**config.mk**
```make
export PLATFORM = sky130hd
export DESIGN_NAME = stick_command_ramp_watchdog
export DESIGN_NICKNAME = d
export VERILOG_FILES = /design/src/design/scrw_pkg.sv /design/src/design/scrw_packet.sv /design/src/design/scrw_slew.sv /design/src/design/stick_command_ramp_watchdog.sv
export SDC_FILE = /design/constraint.sdc
export NUM_CORES = 1
export LEC_CHECK = 0
export ABC_AREA = 1
export ABC_CLOCK_PERIOD_IN_PS = 12100
export BUFFER_PORTS_ARGS = -buffer_cell sky130_fd_sc_hd__buf_2
export CELL_PAD_IN_SITES_DETAIL_PLACEMENT = 2
export CELL_PAD_IN_SITES_GLOBAL_PLACEMENT = 2
export CORE_MARGIN = 5
export CORE_UTILIZATION = 40
export DETAILED_ROUTE_END_ITERATION = 8
export PLACE_DENSITY = 0.93
export SETUP_SLACK_MARGIN = 0.15
export SYNTH_ARGS = -nofsm -noshare
export SYNTH_HDL_FRONTEND = slang
export SYNTH_SLANG_ARGS = --single-unit
```
**constraint.sdc**
```tcl
create_clock -name clk -period 12.1 [get_ports clk]
set_input_delay 2.42 -clock clk [delete_from_list [all_inputs] [get_ports clk]]
set_output_delay 2.42 -clock clk [all_outputs]
set_load 0.01 [all_outputs]
```
**src/design/scrw_pkg.sv**
```systemverilog
`timescale 1ns / 1ps
package scrw_pkg;

	localparam int Q_W   = 16;
	localparam int MAG_W = 15;
	localparam int Q_ONE = 16384;

	localparam logic OP_PACKET = 1'b0;
	localparam logic OP_TICK   = 1'b1;

	localparam logic [7:0] PACKET_LEN = 8'd3;

	localparam logic [1:0] REG_SLEW_RATE     = 2'd0;
	localparam logic [1:0] REG_DEADZONE_RAW  = 2'd1;
	localparam logic [1:0] REG_TIMEOUT_TICKS = 2'd2;

	localparam logic [14:0] SLEW_RATE_RST     = 15'd819;
	localparam logic [6:0]  DEADZONE_RAW_RST  = 7'd7;
	localparam logic [15:0] TIMEOUT_TICKS_RST = 16'd50;

	typedef logic [MAG_W-1:0] goal_tab_t [256];

	typedef struct packed {
		logic                  accepted;
		logic signed [Q_W-1:0] goal_left;
		logic signed [Q_W-1:0] goal_right;
	} pkt_res_t;

	// round(m * 1.0 / 127) in Q1.14, clamped to 1.0
	function automatic goal_tab_t build_goal_table();
		goal_tab_t   t;
		int unsigned q;
		for (int i = 0; i < 256; i++) begin
			q = (i * Q_ONE + 63) / 127;
			if (q > Q_ONE)
				q = Q_ONE;
			t[i] = MAG_W'(q);
		end
		return t;
	endfunction

	localparam goal_tab_t GOAL_TABLE = build_goal_table();

	function automatic logic signed [Q_W-1:0] stick_goal(logic [7:0] b, logic [6:0] dz);
		logic [7:0]       m;
		logic [MAG_W-1:0] mag;
		logic [Q_W-1:0]   res;
		m   = b[7] ? 8'(-b) : b;
		mag = GOAL_TABLE[m];
		if (m < {1'b0, dz})
			res = '0;
		else if (b[7])
			res = Q_W'(-{1'b0, mag});
		else
			res = {1'b0, mag};
		return signed'(res);
	endfunction

endpackage

```
**src/design/scrw_packet.sv**
```systemverilog
`timescale 1ns / 1ps
module scrw_packet
	import scrw_pkg::*;
(
	input  logic [7:0] payload_length,
	input  logic [7:0] left_command,
	input  logic [7:0] right_command,
	input  logic [7:0] check_byte,
	input  logic [6:0] deadzone,
	output pkt_res_t   res
);

	always_comb begin
		res.accepted   = (payload_length == PACKET_LEN) &&
		                 ((left_command ^ right_command) == check_byte);
		res.goal_left  = stick_goal(left_command, deadzone);
		res.goal_right = stick_goal(right_command, deadzone);
	end

endmodule

```
**src/design/scrw_slew.sv**
```systemverilog
`timescale 1ns / 1ps
module scrw_slew
	import scrw_pkg::*;
(
	input  logic signed [Q_W-1:0] level,
	input  logic signed [Q_W-1:0] goal,
	input  logic [14:0]           step,
	output logic signed [Q_W-1:0] result
);

	logic signed [17:0] lvl_x;
	logic signed [17:0] goal_x;
	logic signed [17:0] step_x;
	logic signed [17:0] up;
	logic signed [17:0] dn;

	assign lvl_x  = 18'(level);
	assign goal_x = 18'(goal);
	assign step_x = {3'b000, step};
	assign up     = lvl_x + step_x;
	assign dn     = lvl_x - step_x;

	always_comb begin
		result = level;
		if (level < goal) begin
			result = (up > goal_x) ? goal : up[Q_W-1:0];
		end else if (level > goal) begin
			result = (dn < goal_x) ? goal : dn[Q_W-1:0];
		end
	end

endmodule

```
**src/design/stick_command_ramp_watchdog.sv**
```systemverilog
`timescale 1ns / 1ps
// an accepted item passes through the input register, then the result register
// throughput: one item per cycle while results are taken; state updates as an item moves into
// the result register; a stalled result holds, and an empty input register takes an item
// reset (arst_n low, async): goals, levels, torque, watchdog and tick count clear,
// registers return to slew rate 819, deadzone_raw 7, timeout_ticks 50
module stick_command_ramp_watchdog
	import scrw_pkg::*;
(
	input  logic                  clk,
	input  logic                  arst_n,
	input  logic                  item_valid,
	output logic                  item_ready,
	input  logic                  operation,
	input  logic [7:0]            payload_length,
	input  logic signed [7:0]     left_command,
	input  logic signed [7:0]     right_command,
	input  logic [7:0]            check_byte,
	output logic                  result_valid,
	input  logic                  result_ready,
	output logic signed [Q_W-1:0] left_drive,
	output logic signed [Q_W-1:0] right_drive,
	output logic                  torque_enabled,
	output logic                  packet_accepted,
	output logic                  timeout_stop,
	input  logic                  cfg_write,
	input  logic [1:0]            cfg_index,
	input  logic [15:0]           cfg_data
);

	logic [14:0] slew_rate_q;
	logic [6:0]  deadzone_q;
	logic [15:0] timeout_q;

	logic                  valid_s1;
	logic                  op_s1;
	logic [7:0]            len_s1;
	logic [7:0]            lcmd_s1;
	logic [7:0]            rcmd_s1;
	logic [7:0]            chk_s1;

	logic                  valid_s2;
	logic signed [Q_W-1:0] left_s2;
	logic signed [Q_W-1:0] right_s2;
	logic                  torque_s2;
	logic                  accepted_s2;
	logic                  stop_s2;

	logic signed [Q_W-1:0] goal_left_q;
	logic signed [Q_W-1:0] goal_right_q;
	logic signed [Q_W-1:0] level_left_q;
	logic signed [Q_W-1:0] level_right_q;
	logic                  torque_q;
	logic                  armed_q;
	logic [15:0]           ticks_q;

	logic                  advance;
	pkt_res_t              pkt;
	logic signed [Q_W-1:0] slew_left;
	logic signed [Q_W-1:0] slew_right;
	logic [16:0]           ticks_inc;
	logic                  stop;

	logic signed [Q_W-1:0] goal_left_d;
	logic signed [Q_W-1:0] goal_right_d;
	logic signed [Q_W-1:0] level_left_d;
	logic signed [Q_W-1:0] level_right_d;
	logic                  torque_d;
	logic                  armed_d;
	logic [15:0]           ticks_d;
	logic                  accepted_d;
	logic                  stop_d;

	assign advance    = valid_s1 && (!valid_s2 || result_ready);
	assign item_ready = !valid_s1 || advance;

	scrw_packet u_packet (
		.payload_length (len_s1),
		.left_command   (lcmd_s1),
		.right_command  (rcmd_s1),
		.check_byte     (chk_s1),
		.deadzone       (deadzone_q),
		.res            (pkt)
	);

	scrw_slew u_slew_left (
		.level  (level_left_q),
		.goal   (goal_left_q),
		.step   (slew_rate_q),
		.result (slew_left)
	);

	scrw_slew u_slew_right (
		.level  (level_right_q),
		.goal   (goal_right_q),
		.step   (slew_rate_q),
		.result (slew_right)
	);

	assign ticks_inc = {1'b0, ticks_q} + 17'd1;
	assign stop      = armed_q && (ticks_inc > {1'b0, timeout_q});

	always_comb begin
		goal_left_d   = goal_left_q;
		goal_right_d  = goal_right_q;
		level_left_d  = level_left_q;
		level_right_d = level_right_q;
		torque_d      = torque_q;
		armed_d       = armed_q;
		ticks_d       = ticks_q;
		accepted_d    = 1'b0;
		stop_d        = 1'b0;
		if (op_s1 == OP_PACKET) begin
			if (pkt.accepted) begin
				goal_left_d  = pkt.goal_left;
				goal_right_d = pkt.goal_right;
				armed_d      = 1'b1;
				ticks_d      = '0;
				accepted_d   = 1'b1;
			end
		end else if (stop) begin
			goal_left_d   = '0;
			goal_right_d  = '0;
			level_left_d  = '0;
			level_right_d = '0;
			torque_d      = 1'b0;
			armed_d       = 1'b0;
			ticks_d       = '0;
			stop_d        = 1'b1;
		end else begin
			level_left_d  = slew_left;
			level_right_d = slew_right;
			torque_d      = torque_q || (slew_left != 0) || (slew_right != 0);
			if (armed_q)
				ticks_d = ticks_inc[15:0];
		end
	end

	always_ff @(posedge clk or negedge arst_n) begin
		if (!arst_n) begin
			slew_rate_q <= SLEW_RATE_RST;
			deadzone_q  <= DEADZONE_RAW_RST;
			timeout_q   <= TIMEOUT_TICKS_RST;
		end else if (cfg_write) begin
			case (cfg_index)
				REG_SLEW_RATE:     slew_rate_q <= cfg_data[14:0];
				REG_DEADZONE_RAW:  deadzone_q  <= cfg_data[6:0];
				REG_TIMEOUT_TICKS: timeout_q   <= cfg_data;
				default: ;
			endcase
		end
	end

	always_ff @(posedge clk or negedge arst_n) begin
		if (!arst_n) begin
			valid_s1 <= 1'b0;
			valid_s2 <= 1'b0;
		end else begin
			if (item_ready)
				valid_s1 <= item_valid;
			if (advance)
				valid_s2 <= 1'b1;
			else if (result_ready)
				valid_s2 <= 1'b0;
		end
	end

	always_ff @(posedge clk) begin
		if (item_valid && item_ready) begin
			op_s1   <= operation;
			len_s1  <= payload_length;
			lcmd_s1 <= left_command;
			rcmd_s1 <= right_command;
			chk_s1  <= check_byte;
		end
		if (advance) begin
			left_s2     <= level_left_d;
			right_s2    <= level_right_d;
			torque_s2   <= torque_d;
			accepted_s2 <= accepted_d;
			stop_s2     <= stop_d;
		end
	end

	always_ff @(posedge clk or negedge arst_n) begin
		if (!arst_n) begin
			goal_left_q   <= '0;
			goal_right_q  <= '0;
			level_left_q  <= '0;
			level_right_q <= '0;
			torque_q      <= 1'b0;
			armed_q       <= 1'b0;
			ticks_q       <= '0;
		end else if (advance) begin
			goal_left_q   <= goal_left_d;
			goal_right_q  <= goal_right_d;
			level_left_q  <= level_left_d;
			level_right_q <= level_right_d;
			torque_q      <= torque_d;
			armed_q       <= armed_d;
			ticks_q       <= ticks_d;
		end
	end

	assign result_valid    = valid_s2;
	assign left_drive      = left_s2;
	assign right_drive     = right_s2;
	assign torque_enabled  = torque_s2;
	assign packet_accepted = accepted_s2;
	assign timeout_stop    = stop_s2;

	// a stop clears the drives and torque it reports
	a_stop_clears: assert property (@(posedge clk) disable iff (!arst_n)
		result_valid && timeout_stop |->
			left_drive == 0 && right_drive == 0 && !torque_enabled)
		else $error("stop result with nonzero drive or torque");

	a_accept_xor_stop: assert property (@(posedge clk) disable iff (!arst_n)
		result_valid |-> !(packet_accepted && timeout_stop))
		else $error("packet accept and stop in one result");

	// disarmed watchdog keeps the count at zero
	a_disarmed_count: assert property (@(posedge clk) disable iff (!arst_n)
		!armed_q |-> ticks_q == 16'd0)
		else $error("tick count nonzero while disarmed");

	a_level_range: assert property (@(posedge clk) disable iff (!arst_n)
		level_left_q >= -16'sd16384 && level_left_q <= 16'sd16384 &&
		level_right_q >= -16'sd16384 && level_right_q <= 16'sd16384)
		else $error("level outside plus or minus one");

endmodule

```
==> flow_metrics.py <==
metrics = {
    "global_routing": {
        "track_usage_pct": 32.7,
        "grt_pass1_wl_um": 118000,
        "grt-ovfl-total": 0,
        "grt_pass1_vias": 19845,
        "antenna_found_initial": 1,
        "grt_max_degree": 101,
    },
    "synth": {
        "synth_top_area_share_pct": 16.0,
        "synth.avg_cell_area_sq_um": 7.26,
        "yosysWarnings": 0,
        "synth_cell_types": 64,
        "syn_area_sq_mm": 0.0172,
        "synth-seq-cells": 190,
        "yosysSeqAreaShare_pct": 29.6,
        "synth_largest_area_cell": "dfrtp_1",
        "syn_nets": 2632,
        "syn_inst": 2375,
        "synth_area_leaders": "dfrtp_1, ha_1, nand2_1",
    },
    "routing": {
        "drc": 0,
        "routed_wl_um": 78300,
        "initialDrtViolationCount": 1064,
        "vias_per_cell": 5.76,
        "num_vias": 17440,
        "firstDrtPassIters": 6,
        "wl_per_cell_um": 25.9,
        "ant_nets": 0,
    },
    "min_path": {
        "hold_depth": 2,
        "worstHoldPathType": "flip-flop to flip-flop",
        "min_from": "timeout_q[5]",
        "min_to": "timeout_q[5]",
    },
    "placement": {
        "io_buffer_count": 92,
        "dp_hpwl_um": 62800,
        "pre_cts_ws_ps": 6270,
        "place_congestion": 0.987,
    },
    "clock_tree": {
        "root_buffer": "clkbuf_16",
        "clk_latency_ps": 520,
        "clock_tree.buffer_depth": 2,
        "htreeDepth": 4,
        "holdBufCountCts": 0,
        "cts.repair.resized": 0,
        "cts_buffers": 17,
        "post-cts-setup-buffer-count": 0,
        "clock-sinks": 190,
        "tritoncts": "yes",
        "clkTransAtPathRegs_ps": 90,
    },
    "final_layout": {
        "nets": 2686,
        "post-route-util_pct": 43.7,
        "drive_above_1_share_pct": 10.4,
        "area_growth_pct": 8.80,
    },
    "floorplan": {
        "row_count": 76,
        "core-area_sq_mm": 0.0429,
        "initial_core_util_pct": 40.2,
        "die_w_um": 218,
        "dieArea_sq_mm": 0.0474,
        "die_h_um": 218,
        "io_pins": 93,
    },
    "flow_run": {
        "cap_violations": 0,
    },
    "setup_path": {
        "crit_top_cell": "nand2_1",
        "reg2reg_depth": 28,
        "cp.buffers_inverters": 4,
        "reg2reg_to": "torque_enabled",
        "cp-end-kind": "flip-flop",
        "cp.arrival_ps": 6290,
        "critical-path-top-delay-family": "simple AND/OR/NAND/NOR gates",
        "max_stage_delay_ps": 580,
        "reg2reg_from": "slew_rate_q[1]",
        "crit_type": "flip-flop to flip-flop",
        "reg2reg_slack_ps": 6080,
        "worstPathRequired_ps": 12370,
        "cp-start-kind": "flip-flop",
        "critPathMaxFanout": 15,
        "slowest_stage": "dfstp_2",
    },
    "sta": {
        "skew_ps": 25.3,
        "max-slew-margin-rel_pct": 19.1,
        "hold_violations": 0,
        "grt_setup_unrepaired": "no",
        "layout_setup_ws_ps": 6080,
        "finalCritPeriodShare_pct": 49.7,
        "worstMarginPinSlew_ps": 1210,
        "setup_viol": 0,
        "fin_tns_setup_ps": 0,
        "hold_ws_ps": 503,
        "max_freq_mhz": 166,
        "slew_violations": 0,
        "period_minus_slack_ps": 6020,
    },
    "power_and_ir_drop": {
        "peakVddDrop_uv": 140,
        "power_density_mw_per_mm2": 242,
        "power_mw": 4.55,
        "p_leak_nw": 9.71,
    },
    "run_status": {
        "status": "completed",
    },
}
## tightest hold or removal path: cells and delay by family (launching register included)
family	cells	cell delay (ps)
flip-flops	1	370
AO/OA/AOI/OAI	1	70
AND/OR/NAND/NOR	1	50
## stage by stage
stage,cells,cell area [sq um]
2_1_floorplan,2375,17200
3_3_place_gp,2995,18200
3_5_place_dp,2995,18200
4_1_cts,3027,18800
5_1_grt,3028,18800
6_report,3028,18800
## metal layers
layer	GRT usage, %	share of wire [%]	vias up
li1	-	-	7864
met1	36.2	39	8830
met2	58.8	51	493
met3	5.08	3.7	253
met4	20.3	6.8	0
met5	0	0	-
## sequential cells by signal (all words and copies together) (netlist names), 15 cells and up
name and cells:
left_drive 16, level_left_q 16, level_right_q 16, right_drive 16, goal_left_q 16, slew_rate_q 15, goal_right_q 16, ticks_q 16
timeout_q 16
## power breakdown
part	switching [mW]	leakage [nW]	total, mW	internal [mW]
Clock	0.303	0.297	0.611	0.308
Combinational	2.11	7.42	2.93	0.821
Sequential	0.192	1.99	1.01	0.816
## synth_stat cells, drive strengths merged
cell      n
a211o     1
a211oi    6
a21boi    3
a21o      7
a21oi   129
a22oi     2
a31oi     5
and2      2
buf      47
clkbuf   17
clkinv    3
dfrtp   110
dfstp    12
edfxtp   68
fa        4
ha      197
inv     351
mux2i     1
nand2   682
nand3   160
nand3b    7
nand4    29
nor2    157
nor3     28
nor3b     2
nor4      1
nor4b     1
o211ai   15
o21a      3
o21ai   151
o21bai   12
o22ai    62
o31ai     1
or2       3
or3       1
xnor2    20
xor2     75
## final cells by class
cell class                      instances  area [sq um]
Timing Repair Buffer                   99           515
Antenna cell                            1          2.50
Fill cell                            5086         24100
Inverter                              354          1340
Clock inverter                         11           124
Multi-Input combinational cell       1767         10500
Sequential cell                       190          5110
Tap cell                              585           732
Clock buffer                           21           473
## layout by cell type (no fill, tap or decap), types with 5 or more instances in the layout
cell,instances
nand2_1,653
inv_1,333
ha_1,197
nand3_1,152
nor2_1,147
o21ai_0,129
a21oi_1,125
dfrtp_1,110
buf_2,91
xor2_1,71
edfxtp_1,68
o22ai_1,48
nand2_2,26
nand4_1,25
nor3_1,24
o21ai_1,18
xnor2_1,18
clkbuf_16,18
inv_2,15
o211ai_1,14
o22ai_2,14
o21bai_1,12
dfstp_2,12
nand3_2,8
buf_4,8
a21o_1,7
nor2_2,6
nand3b_1,6
a211oi_1,5
clkinv_4,5
## logic make-up (layout without fill, tap and decap cells)
logic type	after synthesis	count (layout)	synth area share (%)
AO/OA/AOI/OAI	397	397	13.7
XOR/XNOR	95	95	5.22
adder cells (fa/ha/maj)	201	201	14.8
buffers and inverters	418	485	9.68
flip-flops	190	190	29.6
multiplexers	1	1	0.0581
other	0	1	0
AND/OR/NAND/NOR	1073	1073	27.0
## how the worst max path moves through the flow
stage | slack, ps | cells after the start | from | to
global placement | 6510 | 25 | slew_rate_q[5] | torque_enabled
detailed placement | 6270 | 28 | slew_rate_q[1] | torque_enabled
global route | 5700 | 30 | slew_rate_q[1] | torque_q
CTS | 6180 | 28 | slew_rate_q[1] | torque_enabled
floorplan | 7080 | 2 | result_ready | item_ready
finish | 6080 | 28 | slew_rate_q[1] | torque_enabled
(Power assumes the default switching activity.)
